[src/rtl/core/ghb_pkg.sv]
// Shared types and constants for the grade histogram block.
// No dependencies; imported by the interfaces, the divider, the top level and the checker.
`timescale 1ns / 1ps
`default_nettype none

package ghb_pkg;

  localparam int GRADE_W = 8;
  localparam int NB_W    = 7;
  localparam int BND_W   = 7;
  localparam int CNT_W   = 32;
  localparam int APB_AW  = 3;
  localparam int APB_DW  = 32;

  localparam logic [NB_W-1:0]  SCALE_TOP   = 7'd100;
  localparam logic [NB_W-1:0]  RESET_BINS  = 7'd10;
  localparam logic [NB_W-1:0]  RESET_WIDTH = 7'd10;  // 100 / RESET_BINS
  localparam logic [CNT_W-1:0] CNT_FULL    = 32'hFFFF_FFFF;

  localparam logic MODE_ADD  = 1'b0;
  localparam logic MODE_READ = 1'b1;

  localparam logic REG_NUM_BINS = 1'b0;  // register index bit paddr[2]

  typedef struct packed {
    logic busy;
    logic done;
  } div_stat_t;

endpackage

`default_nettype wire

[src/rtl/core/ghb_if.sv]
// Valid/ready channel interfaces for the grade histogram block.
// Depends on ghb_pkg for field widths.
`timescale 1ns / 1ps
`default_nettype none

interface ghb_in_if import ghb_pkg::*; ();
  logic               valid;
  logic               ready;
  logic               mode;
  logic [GRADE_W-1:0] grade;
  logic [NB_W-1:0]    bin_index;

  modport source (output valid, mode, grade, bin_index, input ready);
  modport sink   (input valid, mode, grade, bin_index, output ready);
endinterface

interface ghb_out_if import ghb_pkg::*; ();
  logic             valid;
  logic             ready;
  logic             accepted;
  logic             index_ok;
  logic [BND_W-1:0] bin_low;
  logic [BND_W-1:0] bin_high;
  logic [CNT_W-1:0] bin_count;

  modport source (output valid, accepted, index_ok, bin_low, bin_high, bin_count,
                  input ready);
  modport sink   (input valid, accepted, index_ok, bin_low, bin_high, bin_count,
                  output ready);
endinterface

`default_nettype wire

[src/rtl/core/ghb_ram.sv]
// Generic single-write, single-read RAM with registered read data.
// No dependencies.
`timescale 1ns / 1ps
`default_nettype none

module ghb_ram #(
  parameter int WIDTH = 32,
  parameter int DEPTH = 128,
  parameter int AW    = (DEPTH > 1) ? $clog2(DEPTH) : 1
) (
  input  wire logic             clk,
  input  wire logic             wr_en,
  input  wire logic [AW-1:0]    wr_addr,
  input  wire logic [WIDTH-1:0] wr_data,
  input  wire logic             rd_en,
  input  wire logic [AW-1:0]    rd_addr,
  output      logic [WIDTH-1:0] rd_data
);

  logic [WIDTH-1:0] mem [DEPTH];

  always_ff @(posedge clk) begin
    if (wr_en) begin
      mem[wr_addr] <= wr_data;
    end
    if (rd_en) begin
      rd_data <= mem[rd_addr];
    end
  end

endmodule

`default_nettype wire

[src/rtl/core/ghb_div.sv]
// Bit-serial restoring divider: 8-bit dividend by 7-bit divisor, one
// quotient bit per cycle. Depends on ghb_pkg.
`timescale 1ns / 1ps
`default_nettype none

module ghb_div import ghb_pkg::*; (
  input  wire logic               clk,
  input  wire logic               rst_n,
  input  wire logic               start,
  input  wire logic [GRADE_W-1:0] dividend,
  input  wire logic [NB_W-1:0]    divisor,
  output      logic [GRADE_W-1:0] quotient,
  output      div_stat_t          stat
);

  localparam int CW = $clog2(GRADE_W + 1);

  logic [CW-1:0]      cnt_r, cnt_nxt;
  logic               busy_r, busy_nxt;
  logic               done_r, done_nxt;
  logic [GRADE_W-1:0] rem_r, rem_nxt;
  logic [GRADE_W-1:0] quo_r, quo_nxt;
  logic [NB_W-1:0]    dvs_r, dvs_nxt;
  logic [GRADE_W-1:0] trial;
  logic               ge;

  // Remainder stays below the divisor, so the shifted trial fits 8 bits.
  assign trial = {rem_r[GRADE_W-2:0], quo_r[GRADE_W-1]};
  assign ge    = trial >= {1'b0, dvs_r};

  always_comb begin
    cnt_nxt  = cnt_r;
    busy_nxt = busy_r;
    done_nxt = 1'b0;
    rem_nxt  = rem_r;
    quo_nxt  = quo_r;
    dvs_nxt  = dvs_r;
    if (start) begin
      cnt_nxt  = CW'(GRADE_W);
      busy_nxt = 1'b1;
      rem_nxt  = '0;
      quo_nxt  = dividend;
      dvs_nxt  = divisor;
    end else if (busy_r) begin
      rem_nxt = ge ? (trial - {1'b0, dvs_r}) : trial;
      quo_nxt = {quo_r[GRADE_W-2:0], ge};
      cnt_nxt = cnt_r - 1'b1;
      if (cnt_r == CW'(1)) begin
        busy_nxt = 1'b0;
        done_nxt = 1'b1;
      end
    end
  end

  always_ff @(posedge clk) begin
    if (!rst_n) begin
      cnt_r  <= '0;
      busy_r <= 1'b0;
      done_r <= 1'b0;
    end else begin
      cnt_r  <= cnt_nxt;
      busy_r <= busy_nxt;
      done_r <= done_nxt;
    end
    rem_r <= rem_nxt;
    quo_r <= quo_nxt;
    dvs_r <= dvs_nxt;
  end

  assign quotient  = quo_r;
  assign stat.busy = busy_r;
  assign stat.done = done_r;

endmodule

`default_nettype wire

[src/rtl/core/grade_histogram_binning_top.sv]
// Channel    Dir  Handshake          Payload
// in_chan    in   valid/ready        mode, grade, bin_index
// out_chan   out  valid/ready        accepted, index_ok, bin_low, bin_high, bin_count
// apb        in   psel/penable/pwr   num_bins at byte address 0
//
// An add runs the bit-serial divide of the grade by the bin width, then a counter
// read and write back in the bin RAM. A read passes through the RAM read and the
// output stage. Writing num_bins runs 100 / num_bins through the same divider; no
// item is taken until the new bin width is stored. Reset is synchronous, active
// low, and clears every counter at once through per-bin valid bits. A result held
// on a stalled output does not block the next transfer in; the one after waits
// for it.
// Top level of the grade histogram; uses ghb_pkg, ghb_if, ghb_div, ghb_ram.
`timescale 1ns / 1ps
`default_nettype none

module grade_histogram_binning_top import ghb_pkg::*; #(
  parameter int MAX_BINS = 128
) (
  input  wire logic              clk,
  input  wire logic              rst_n,
  ghb_in_if.sink                 in_chan,
  ghb_out_if.source              out_chan,
  input  wire logic              psel,
  input  wire logic              penable,
  input  wire logic              pwrite,
  input  wire logic [APB_AW-1:0] paddr,
  input  wire logic [APB_DW-1:0] pwdata,
  output      logic [APB_DW-1:0] prdata,
  output      logic              pready
);

  localparam int IDX_W = (MAX_BINS > 1) ? $clog2(MAX_BINS) : 1;

  localparam logic [2:0] ST_IDLE  = 3'd0;
  localparam logic [2:0] ST_WCALC = 3'd1;
  localparam logic [2:0] ST_DIV   = 3'd2;
  localparam logic [2:0] ST_RD    = 3'd3;
  localparam logic [2:0] ST_RMW   = 3'd4;
  localparam logic [2:0] ST_FIN   = 3'd5;

  logic [2:0]        state_r, state_nxt;
  logic [NB_W-1:0]   num_bins_r, num_bins_nxt;
  logic [NB_W-1:0]   width_r, width_nxt;
  logic              mode_r, mode_nxt;
  logic [IDX_W-1:0]  addr_r, addr_nxt;
  logic              vld_rd_r, vld_rd_nxt;
  logic [MAX_BINS-1:0] valid_r, valid_nxt;

  logic              res_acc_r, res_acc_nxt;
  logic              res_ok_r, res_ok_nxt;
  logic [BND_W-1:0]  res_lo_r, res_lo_nxt;
  logic [BND_W-1:0]  res_hi_r, res_hi_nxt;
  logic [CNT_W-1:0]  res_cnt_r, res_cnt_nxt;

  logic              out_valid_r, out_valid_nxt;
  logic              out_acc_r, out_acc_nxt;
  logic              out_ok_r, out_ok_nxt;
  logic [BND_W-1:0]  out_lo_r, out_lo_nxt;
  logic [BND_W-1:0]  out_hi_r, out_hi_nxt;
  logic [CNT_W-1:0]  out_cnt_r, out_cnt_nxt;

  logic              cfg_wr;
  logic              in_xfer;
  logic              usable;
  logic              div_start;
  logic [GRADE_W-1:0] div_dividend;
  logic [NB_W-1:0]   div_divisor;
  logic [GRADE_W-1:0] div_quo;
  div_stat_t         div_stat;
  logic [13:0]       lo_prod;
  logic [BND_W-1:0]  lo_val;
  logic [GRADE_W-1:0] bin_n;
  logic [CNT_W-1:0]  cur_cnt;
  logic [CNT_W-1:0]  ram_rdata;
  logic              ram_we;
  logic              ram_re;

  assign pready = 1'b1;
  assign cfg_wr = psel && penable && pwrite && (paddr[2] == REG_NUM_BINS);
  assign prdata = (paddr[2] == REG_NUM_BINS) ? APB_DW'(num_bins_r) : '0;

  assign usable = (num_bins_r != '0) && (num_bins_r <= SCALE_TOP)
               && ({1'b0, num_bins_r} <= 8'(MAX_BINS));

  assign in_chan.ready = (state_r == ST_IDLE) && !cfg_wr && !div_stat.busy;
  assign in_xfer       = in_chan.valid && in_chan.ready;

  assign lo_prod = 14'(in_chan.bin_index) * 14'(width_r);
  assign lo_val  = lo_prod[BND_W-1:0];

  // Fold an index equal to the bin count into the last bin.
  assign bin_n = (div_quo == {1'b0, num_bins_r}) ? (div_quo - 1'b1) : div_quo;

  assign cur_cnt = vld_rd_r ? ram_rdata : '0;

  always_comb begin
    div_start    = 1'b0;
    div_dividend = {1'b0, SCALE_TOP};
    div_divisor  = pwdata[NB_W-1:0];
    if (cfg_wr) begin
      div_start = 1'b1;
    end else if (in_xfer && usable && (in_chan.mode == MODE_ADD)) begin
      div_start    = 1'b1;
      div_dividend = in_chan.grade;
      div_divisor  = width_r;
    end
  end

  always_comb begin
    state_nxt     = state_r;
    num_bins_nxt  = num_bins_r;
    width_nxt     = width_r;
    mode_nxt      = mode_r;
    addr_nxt      = addr_r;
    vld_rd_nxt    = vld_rd_r;
    valid_nxt     = valid_r;
    res_acc_nxt   = res_acc_r;
    res_ok_nxt    = res_ok_r;
    res_lo_nxt    = res_lo_r;
    res_hi_nxt    = res_hi_r;
    res_cnt_nxt   = res_cnt_r;
    out_valid_nxt = out_valid_r;
    out_acc_nxt   = out_acc_r;
    out_ok_nxt    = out_ok_r;
    out_lo_nxt    = out_lo_r;
    out_hi_nxt    = out_hi_r;
    out_cnt_nxt   = out_cnt_r;
    ram_we        = 1'b0;
    ram_re        = 1'b0;

    if (out_valid_r && out_chan.ready) begin
      out_valid_nxt = 1'b0;
    end

    unique case (state_r)
      ST_IDLE: begin
        if (cfg_wr) begin
          num_bins_nxt = pwdata[NB_W-1:0];
          state_nxt    = ST_WCALC;
        end else if (in_xfer) begin
          mode_nxt    = in_chan.mode;
          res_acc_nxt = 1'b0;
          res_ok_nxt  = 1'b0;
          res_lo_nxt  = '0;
          res_hi_nxt  = '0;
          res_cnt_nxt = '0;
          if (!usable) begin
            state_nxt = ST_FIN;
          end else if (in_chan.mode == MODE_ADD) begin
            state_nxt = ST_DIV;
          end else if (in_chan.bin_index < num_bins_r) begin
            addr_nxt   = in_chan.bin_index[IDX_W-1:0];
            res_ok_nxt = 1'b1;
            res_lo_nxt = lo_val;
            res_hi_nxt = (in_chan.bin_index == '0) ? (width_r - 1'b1) : (lo_val + width_r);
            state_nxt  = ST_RD;
          end else begin
            state_nxt = ST_FIN;
          end
        end
      end
      ST_WCALC: begin
        // A later write restarts the width divide with the new count.
        if (cfg_wr) begin
          num_bins_nxt = pwdata[NB_W-1:0];
        end else if (div_stat.done) begin
          width_nxt = div_quo[NB_W-1:0];
          state_nxt = ST_IDLE;
        end
      end
      ST_DIV: begin
        if (div_stat.done) begin
          if (bin_n < {1'b0, num_bins_r}) begin
            addr_nxt    = bin_n[IDX_W-1:0];
            res_acc_nxt = 1'b1;
            state_nxt   = ST_RD;
          end else begin
            state_nxt = ST_FIN;
          end
        end
      end
      ST_RD: begin
        ram_re     = 1'b1;
        vld_rd_nxt = valid_r[addr_r];
        state_nxt  = ST_RMW;
      end
      ST_RMW: begin
        if (mode_r == MODE_ADD) begin
          // Hold a full counter; the grade still counts as accepted.
          ram_we            = 1'b1;
          valid_nxt[addr_r] = 1'b1;
        end else begin
          res_cnt_nxt = cur_cnt;
        end
        state_nxt = ST_FIN;
      end
      ST_FIN: begin
        if (!out_valid_r || out_chan.ready) begin
          out_valid_nxt = 1'b1;
          out_acc_nxt   = res_acc_r;
          out_ok_nxt    = res_ok_r;
          out_lo_nxt    = res_lo_r;
          out_hi_nxt    = res_hi_r;
          out_cnt_nxt   = res_cnt_r;
          state_nxt     = ST_IDLE;
        end
      end
      default: begin
        state_nxt = ST_IDLE;
      end
    endcase
  end

  always_ff @(posedge clk) begin
    if (!rst_n) begin
      state_r     <= ST_IDLE;
      num_bins_r  <= RESET_BINS;
      width_r     <= RESET_WIDTH;
      valid_r     <= '0;
      out_valid_r <= 1'b0;
    end else begin
      state_r     <= state_nxt;
      num_bins_r  <= num_bins_nxt;
      width_r     <= width_nxt;
      valid_r     <= valid_nxt;
      out_valid_r <= out_valid_nxt;
    end
    mode_r    <= mode_nxt;
    addr_r    <= addr_nxt;
    vld_rd_r  <= vld_rd_nxt;
    res_acc_r <= res_acc_nxt;
    res_ok_r  <= res_ok_nxt;
    res_lo_r  <= res_lo_nxt;
    res_hi_r  <= res_hi_nxt;
    res_cnt_r <= res_cnt_nxt;
    out_acc_r <= out_acc_nxt;
    out_ok_r  <= out_ok_nxt;
    out_lo_r  <= out_lo_nxt;
    out_hi_r  <= out_hi_nxt;
    out_cnt_r <= out_cnt_nxt;
  end

  ghb_div u_div (
    .clk      (clk),
    .rst_n    (rst_n),
    .start    (div_start),
    .dividend (div_dividend),
    .divisor  (div_divisor),
    .quotient (div_quo),
    .stat     (div_stat)
  );

  ghb_ram #(
    .WIDTH (CNT_W),
    .DEPTH (MAX_BINS),
    .AW    (IDX_W)
  ) u_bins (
    .clk     (clk),
    .wr_en   (ram_we),
    .wr_addr (addr_r),
    .wr_data ((cur_cnt == CNT_FULL) ? cur_cnt : (cur_cnt + 1'b1)),
    .rd_en   (ram_re),
    .rd_addr (addr_r),
    .rd_data (ram_rdata)
  );

  assign out_chan.valid     = out_valid_r;
  assign out_chan.accepted  = out_acc_r;
  assign out_chan.index_ok  = out_ok_r;
  assign out_chan.bin_low   = out_lo_r;
  assign out_chan.bin_high  = out_hi_r;
  assign out_chan.bin_count = out_cnt_r;

endmodule

`default_nettype wire

[src/flat_wrapper.sv]
// flat-port wrapper written by rule: the top's interface ports become plain ports
module grade_histogram_binning_top_flat import ghb_pkg::*;
#(
  parameter int MAX_BINS = 128
)
  (clk, rst_n, psel, penable, pwrite, paddr, pwdata, prdata, pready, in_chan_valid, in_chan_mode, in_chan_grade, in_chan_bin_index, in_chan_ready, out_chan_valid, out_chan_accepted, out_chan_index_ok, out_chan_bin_low, out_chan_bin_high, out_chan_bin_count, out_chan_ready);
  ghb_in_if in_chan_i ();
  ghb_out_if out_chan_i ();
  input  wire logic clk;
  input  wire logic rst_n;
  input  wire logic psel;
  input  wire logic penable;
  input  wire logic pwrite;
  input  wire logic [APB_AW-1:0] paddr;
  input  wire logic [APB_DW-1:0] pwdata;
  output      logic [APB_DW-1:0] prdata;
  output      logic pready;
  input wire logic [$bits(in_chan_i.valid)-1:0] in_chan_valid;
  input wire logic [$bits(in_chan_i.mode)-1:0] in_chan_mode;
  input wire logic [$bits(in_chan_i.grade)-1:0] in_chan_grade;
  input wire logic [$bits(in_chan_i.bin_index)-1:0] in_chan_bin_index;
  output wire logic [$bits(in_chan_i.ready)-1:0] in_chan_ready;
  output wire logic [$bits(out_chan_i.valid)-1:0] out_chan_valid;
  output wire logic [$bits(out_chan_i.accepted)-1:0] out_chan_accepted;
  output wire logic [$bits(out_chan_i.index_ok)-1:0] out_chan_index_ok;
  output wire logic [$bits(out_chan_i.bin_low)-1:0] out_chan_bin_low;
  output wire logic [$bits(out_chan_i.bin_high)-1:0] out_chan_bin_high;
  output wire logic [$bits(out_chan_i.bin_count)-1:0] out_chan_bin_count;
  input wire logic [$bits(out_chan_i.ready)-1:0] out_chan_ready;
  assign in_chan_i.valid = in_chan_valid;
  assign in_chan_i.mode = in_chan_mode;
  assign in_chan_i.grade = in_chan_grade;
  assign in_chan_i.bin_index = in_chan_bin_index;
  assign in_chan_ready = in_chan_i.ready;
  assign out_chan_valid = out_chan_i.valid;
  assign out_chan_accepted = out_chan_i.accepted;
  assign out_chan_index_ok = out_chan_i.index_ok;
  assign out_chan_bin_low = out_chan_i.bin_low;
  assign out_chan_bin_high = out_chan_i.bin_high;
  assign out_chan_bin_count = out_chan_i.bin_count;
  assign out_chan_i.ready = out_chan_ready;
  grade_histogram_binning_top #(.MAX_BINS(MAX_BINS)) u_core (.clk(clk), .rst_n(rst_n), .in_chan(in_chan_i), .out_chan(out_chan_i), .psel(psel), .penable(penable), .pwrite(pwrite), .paddr(paddr), .pwdata(pwdata), .prdata(prdata), .pready(pready));
endmodule
[config.mk]
export PLATFORM = sky130hd
export DESIGN_NAME = grade_histogram_binning_top_flat
export DESIGN_NICKNAME = d
export VERILOG_FILES = /design/src/rtl/core/ghb_pkg.sv /design/src/rtl/core/ghb_if.sv /design/src/rtl/core/ghb_ram.sv /design/src/rtl/core/ghb_div.sv /design/src/rtl/core/grade_histogram_binning_top.sv /design/src/flat_wrapper.sv
export SDC_FILE = /design/constraint.sdc
export NUM_CORES = 2
export LEC_CHECK = 0
export BUFFER_PORTS_ARGS = -buffer_cell sky130_fd_sc_hd__buf_4
export CORE_ASPECT_RATIO = 0.9
export CORE_MARGIN = 2
export CORE_UTILIZATION = 40
export DETAILED_ROUTE_END_ITERATION = 8
export GPL_TIMING_DRIVEN = 0
export PLACE_DENSITY = 0.66
export SLEW_MARGIN = 10
export SYNTH_ARGS = -nofsm -noshare
export SYNTH_HDL_FRONTEND = slang
export SYNTH_HIERARCHICAL = 1
export SYNTH_SLANG_ARGS = --single-unit
[constraint.sdc]
create_clock -name clk -period 8.85 [get_ports clk]
set_input_delay 1.3275 -clock clk [delete_from_list [all_inputs] [get_ports clk]]
set_output_delay 1.3275 -clock clk [all_outputs]
set_load 0.01 [all_outputs]
## After elaboration in Yosys (flattened, before gate mapping)

Memory sizes are Yosys's and may differ from the RTL's. A register that Yosys moved wholly into a read port is not among the register bits.
Index checks and enable logic that the tools add are counted.
W data, S select, Z words.

| storage, ports and cells | value |
|---|---|
| register bits | 279 |
| memory bits (writable) | 4096 |
| input bits | 58 |
| output and inout bits | 83 |
| word-level logic and storage cells | 164 |
| memories | 1 |

| operators by class | value |
|---|---|
| $add $sub $neg | 6 |
| multiply operators | 1 |
| $lt $le $gt $ge | 7 |
| equality and inequality tests | 20 |
| mux-type cells | 61 |
| bitwise gates (word level) | 7 |
| reduce and logical (&&, ||, !) cells | 36 |

Memory list:

| name | depth | width | rd ports | clocked after Yosys merged registers in | wr ports | RTL line | text |
|---|---|---|---|---|---|---|---|
| u_core.u_bins.mem | 128 | 32 | 1 | 1 | 1 | ghb_ram.sv:20 | `logic [WIDTH-1:0] mem [DEPTH];` |

Operator list:

| kind | count |
|---|---|
| $mux W32 | 5 |
| $or A128 B128 Y128 | 1 |
| $mux W7 | 12 |
| $pmux W32 S2 | 1 |
| $mux W8 | 5 |
| $add A32 B1 Y32 const B | 1 |
| $eq A32 B32 Y1 const B | 1 |
| $mux W3 | 10 |
| $mux W1 | 21 |
| $pmux W3 S6 | 1 |
| $pmux W7 S2 | 1 |
| $logic_and A1 B1 Y1 | 12 |
| $ne A2 B2 Y1 const B | 6 |
| $ne A2 B1 Y1 const B | 5 |
| $reduce_and A5 Y1 | 2 |
| $reduce_and A3 Y1 | 3 |
| $eq A8 B7 Y1 | 1 |
| $ge A8 B7 Y1 | 1 |
| $le A7 B8 Y1 const B | 1 |
| $lt A7 B8 Y1 const B | 1 |
| $lt A8 B7 Y1 | 1 |
| $mux W4 | 2 |
| $reduce_and A2 Y1 | 4 |
| $reduce_and A8 Y1 | 1 |
| other kinds (27) | 39 |

## Logic depth before layout (Yosys ltp)

| logic depth | value |
|---|---|
| word-level depth | 12 |
| gate-level depth with buffers | 16 |
| mapped depth without buffers | 16 |

## Hierarchy

The synthesis kept the hierarchy.

By module, submodules not included:

| module | instances | cells an instance | area an instance (um2) | sequential area each (um2) |
|---|---|---|---|---|
| ghb_ram | 1 | 5990 | 156596.4 | 123958.9 |
| grade_histogram_binning_top | 1 | 1277 | 12722.2 | 6075.8 |
| ghb_div | 1 | 154 | 1637.8 | 710.7 |

## Worst setup path before layout

Ideal clock, no wire load.

| timing | value |
|---|---|
| path type | reg2reg |
| start | register u_core.vld_rd_r |
| end | memory u_core.u_bins.mem[0][12] (data pin) |
| setup time | 1.241 ns |
| data arrival time | 7.093 ns |
| data required time | 7.609 ns |
| path slack | 0.516 ns |
| cell stages (with the launch flop) | 11 |
| path buffers | 2 |
| clock period less this slack | 8.334 ns |
| cells stage by stage | edfxtp_1 -> buf_2 -> clkbuf_1 -> nand2_1 -> inv_1 -> ha_1 -> nand4_1 -> nor4_4 -> a211o_1 -> or3_1 -> a21boi_0 |

| between the ends | value |
|---|---|
| cells in the longest elaborated chain, start to end | 3 |
| elaborated cells on any way between the ends | 4 |
| classes of those cells | add/sub: 1; eq/ne: 1; mux: 2 |

RTL lines:

| what | RTL line | text |
|---|---|---|
| start, declared | grade_histogram_binning_top.sv:47 | `logic vld_rd_r, vld_rd_nxt;` |
| start signal, assigned | grade_histogram_binning_top.sv:231 | `vld_rd_r <= vld_rd_nxt;` |
| $mux W32 * | grade_histogram_binning_top.sv:95 | `assign cur_cnt = vld_rd_r ? ram_rdata : '0;` |
| named net u_core.cur_cnt[1] | grade_histogram_binning_top.sv:74 | `logic [CNT_W-1:0] cur_cnt;` |
| $add A32 B1 Y32 / $eq A32 B32 Y1 (equally long branches) | grade_histogram_binning_top.sv:262 | `.wr_data ((cur_cnt == CNT_FULL) ? cur_cnt : (cur_cnt + 1'b1)),` |
| $mux W32 * | grade_histogram_binning_top.sv:262 |  |
| end, declared | ghb_ram.sv:20 |  |

The timed path passes the listed nets; every way through them passes the cells marked *.

## Worst setup path after layout

| timing | value |
|---|---|
| start | register u_core.state_r[2] |
| end | memory u_core.u_bins.mem[38][12], enable pin |

| between the ends | value |
|---|---|
| cells in the longest elaborated chain, start to end | 4 |

RTL lines:

| what | RTL line | text |
|---|---|---|
| start, declared | grade_histogram_binning_top.sv:42 | `logic [2:0] state_r, state_nxt;` |
| start signal, assigned | grade_histogram_binning_top.sv:223 | `state_r <= state_nxt;` |
| $eq A3 B3 Y1 | grade_histogram_binning_top.sv:136 | `unique case (state_r)` |
| $mux W1 | grade_histogram_binning_top.sv:136 |  |
| named net u_core.ram_we | grade_histogram_binning_top.sv:76 | `logic ram_we;` |
| $mux W1 | ghb_ram.sv:23 | `if (wr_en) begin` |
| $mux W1 (implied by the code) | ghb_ram.sv:24 | `mem[wr_addr] <= wr_data;` |

The timed path passes the listed nets, and every way through them passes these cells.

==> impl_metrics.yaml <==
global_routing:
  track_usage_pct: 20.6
  grt_overflow: 0
  grt_pass1_vias: 83600
  grt_max_degree: 129
  antenna_found_initial: 52
  grt_pass1_wl_mm: 634
yosys:
  yosys_register_bits: 4407
  ys_seq_area_share_pct: 76.5
  synthCells: 7421
  postSynthAreaPerCell_um2: 23.0
  yosysWarnings: 6
  synth.distinct_cells: 95
  synth_edf_count: 4248
  synth_ff_type: "edfxtp_1"
  netlist_area_um2: 171000
  async_flop_share_pct: 0
clocking:
  cts_buffers: 422
  cts_hold_buf: 0
  cts_tree: "done"
  htreeDepth: 5
  cts_buffer_depth: 4
  clk_pin_slew_ns: 0.06
  cts.sinks: 4407
  cts-root-buf: "clkbuf_16"
  clock_latency_ns: 0.95
  cts_resized: 0
  cts_setup_buffers: 0
hold_path:
  hp-class: "reg -> reg"
sta:
  min_period_ns: 5.84
  drv_slew: 0
  hold_violations: 0
  timing.final.ws_setup_ns: 3.01
  finalSetupViolations: 0
  skew_ns: 0.0849
  timing.fmax_ghz: 0.171
  rsz0062_at_grt: "no"
  hold_ws_ns: 0.418
  worstMarginPinSlew_ns: 1.40
  fin_crit_sh_pct: 65.9
  relSlewSlack_pct: 6.80
place:
  dpl_worst_slack_ns: 3.19
  io_buffer_count: 87
  hpwl_mm: 314
  place.gp.congestion: 0.908
final_layout:
  layout_commonest_cell: "edfxtp_1"
  area_growth_pct: 16.4
  layout.nets: 8345
  drive_above_1_share_pct: 31.4
  final_cell_mix: "edfxtp_1 (4248), mux4_2 (1349), clkbuf_16 (430), clkbuf_1 (286), dfxtp_1 (159)"
  finalCoreUtilization_pct: 46.8
floorplanning:
  die_width_um: 693
  core-area_um2: 425000
  num_rows: 227
  start_util_pct: 40.2
  dieHeight_um: 624
  ios: 141
  die_area_um2: 433000
worst_setup_path:
  crit_slowest_cell: "clkbuf_2"
  cpPeakStageDelay_ns: 0.84
  worstPathCellList: "clkbuf_1 > or3b_2 > clkbuf_1 > nor2_2 > clkbuf_1 > nor2b_1 > nand3_1 > clkbuf_2 > nor2_4 > buf_12"
  worstSetupPathType: "reg -> reg"
  crit_arrival_ns: 6.39
  crit_fanout: 20
  cpMostUsedCell: "clkbuf_1"
  cp-end-kind: "flop"
  worstSetupStartpointType: "flop"
  critPathTopFamily: "simple AND/OR/NAND/NOR gates"
  required_ns: 9.41
  path_buf_inv: 5
power:
  irDropWorstVdd_mv: 0.172
  cellPowerDensity_nw_per_um2: 223
  leakagePower_nw: 62.1
status:
  status: "finished, final reports clean"
detailed_routing:
  routed_wl_mm: 453
  viasPerCell: 5.94
  dr.first_iter.drc_count: 12300
  wire_per_inst_um: 31.9
  via_count: 84400
  ant_nets: 0
  drtPass1Iterations: 8
  drc_errors: 0
job:
  cap_violations: 0
## worst register-to-register path: stages (launching register included)
cell and delay, ns:
dfxtp_1 0.30, clkbuf_1 0.30, or3b_2 0.47, clkbuf_1 0.17, nor2_2 0.67, clkbuf_1 0.57, nor2b_1 0.34, nand3_1 0.78
clkbuf_2 0.84, nor2_4 0.76, buf_12 0.29
## power breakdown
group	switching, mW	internal [mW]
logic	2.29	1.34
registers	0.129	23.2
clock network	7.62	9.85
## synth_stat cells (6+ instances only)
| master | n | area, um^2 |
|---|---|---|
| o21a_1 | 52 | 390 |
| a21o_1 | 6 | 45.0 |
| o21ai_0 | 20 | 100 |
| and2_1 | 43 | 269 |
| mux4_2 | 1349 | 30400 |
| fa_1 | 9 | 180 |
| clkbuf_1 | 234 | 878 |
| nand4_1 | 13 | 81.3 |
| nor3b_1 | 6 | 45.0 |
| a22o_1 | 8 | 70.1 |
| mux2i_1 | 28 | 280 |
| nor2b_1 | 118 | 738 |
| buf_1 | 57 | 214 |
| or3_1 | 9 | 56.3 |
| edfxtp_1 | 4248 | 128000 |
| buf_4 | 32 | 240 |
| nand2_1 | 108 | 405 |
| a21oi_1 | 110 | 551 |
| mux2_1 | 7 | 78.8 |
| nor2_1 | 234 | 878 |
| inv_1 | 37 | 139 |
| nand3_1 | 37 | 185 |
| a22oi_1 | 15 | 113 |
| nand2b_1 | 23 | 144 |
| dfxtp_1 | 159 | 3180 |
| a221oi_1 | 9 | 78.8 |
| xnor2_1 | 38 | 333 |
| ha_1 | 43 | 538 |
| mux2_2 | 59 | 664 |
| and3_1 | 42 | 263 |
| nor3_1 | 33 | 165 |
| xor2_1 | 23 | 201 |
| buf_2 | 94 | 470 |
| a211oi_1 | 7 | 52.6 |
| o211ai_1 | 6 | 45.0 |
## stage by stage
stage               std cells  cell area (um^2)  power, mW   TNS, ns
finish                  14200            199000       44.4         0
global route            14200            199000       45.6         0
CTS                     14200            199000       44.6         0
detailed placement      13400            186000       27.3         0
global placement        13100            179000       27.2  -6427.33
floorplan                7445            171000       25.8         0
## final cells by class
cell class / instances / area (um^2)
Fill cell: 33800 / 226000
Antenna cell: 30 / 75.1
Buffer: 419 / 1870
Clock buffer: 512 / 11100
Multi-Input combinational cell: 2580 / 39500
Inverter: 39 / 146
Clock inverter: 260 / 2170
Sequential cell: 4407 / 131000
Tap cell: 5610 / 7020
Timing Repair Buffer: 366 / 6300
## logic make-up after synthesis
logic type | count (synthesis) | share of synthesized area [%]
other cells | 2 | 0.00439
xor+xnor | 63 | 0.335
simple gates | 707 | 2.10
compound gates | 289 | 1.14
fa+ha+maj | 52 | 0.420
buf+inv | 458 | 1.15
flops | 4407 | 76.5
mux | 1443 | 18.4
## worst paths after layout
kind | cells past startpoint | startpoint | endpoint | slack [ns]
worst max-delay path | 10 | u_core/state_r[2] | u_core/u_bins/mem[38][12] | 3.01
worst min-delay path | 0 | u_core/res_cnt_r[16] | u_core/out_chan.bin_count[16] | 0.42
worst max register to register | 10 | u_core/state_r[2] | u_core/u_bins/mem[38][12] | 3.01
worst min register to register | 0 | u_core/res_cnt_r[16] | u_core/out_chan.bin_count[16] | 0.42
## registers in the layout, indices dropped and copies added, names as in the netlist, 3 cells and up
| signal | flops |
|---|---|
| u_core/out_chan.bin_low | 7 |
| u_core/state_r | 3 |
| u_core/width_r | 7 |
| u_core/valid_r | 128 |
| u_core/u_bins/rd_data | 32 |
| u_core/u_div/cnt_r | 4 |
| u_core/res_lo_r | 7 |
| u_core/num_bins_r | 7 |
| u_core/res_hi_r | 7 |
| u_core/u_div/dvs_r | 7 |
| u_core/addr_r | 7 |
| u_core/res_cnt_r | 32 |
| u_core/out_chan.bin_count | 32 |
| u_core/out_chan.bin_high | 7 |
| u_core/u_div/rem_r | 7 |
| u_core/u_bins/mem | 4096 |
| u_core/u_div/quotient | 8 |
## layer usage
layer,up-vias,part of all wire [%],global-route usage [%]
met5,-,0.090,0.278
met4,10,3.9,7.31
met3,826,13,6.16
met2,4974,45,31.3
met1,45400,38,28.2
li1,33200,-,-
No activity file was read; power rests on OpenSTA's default activity.
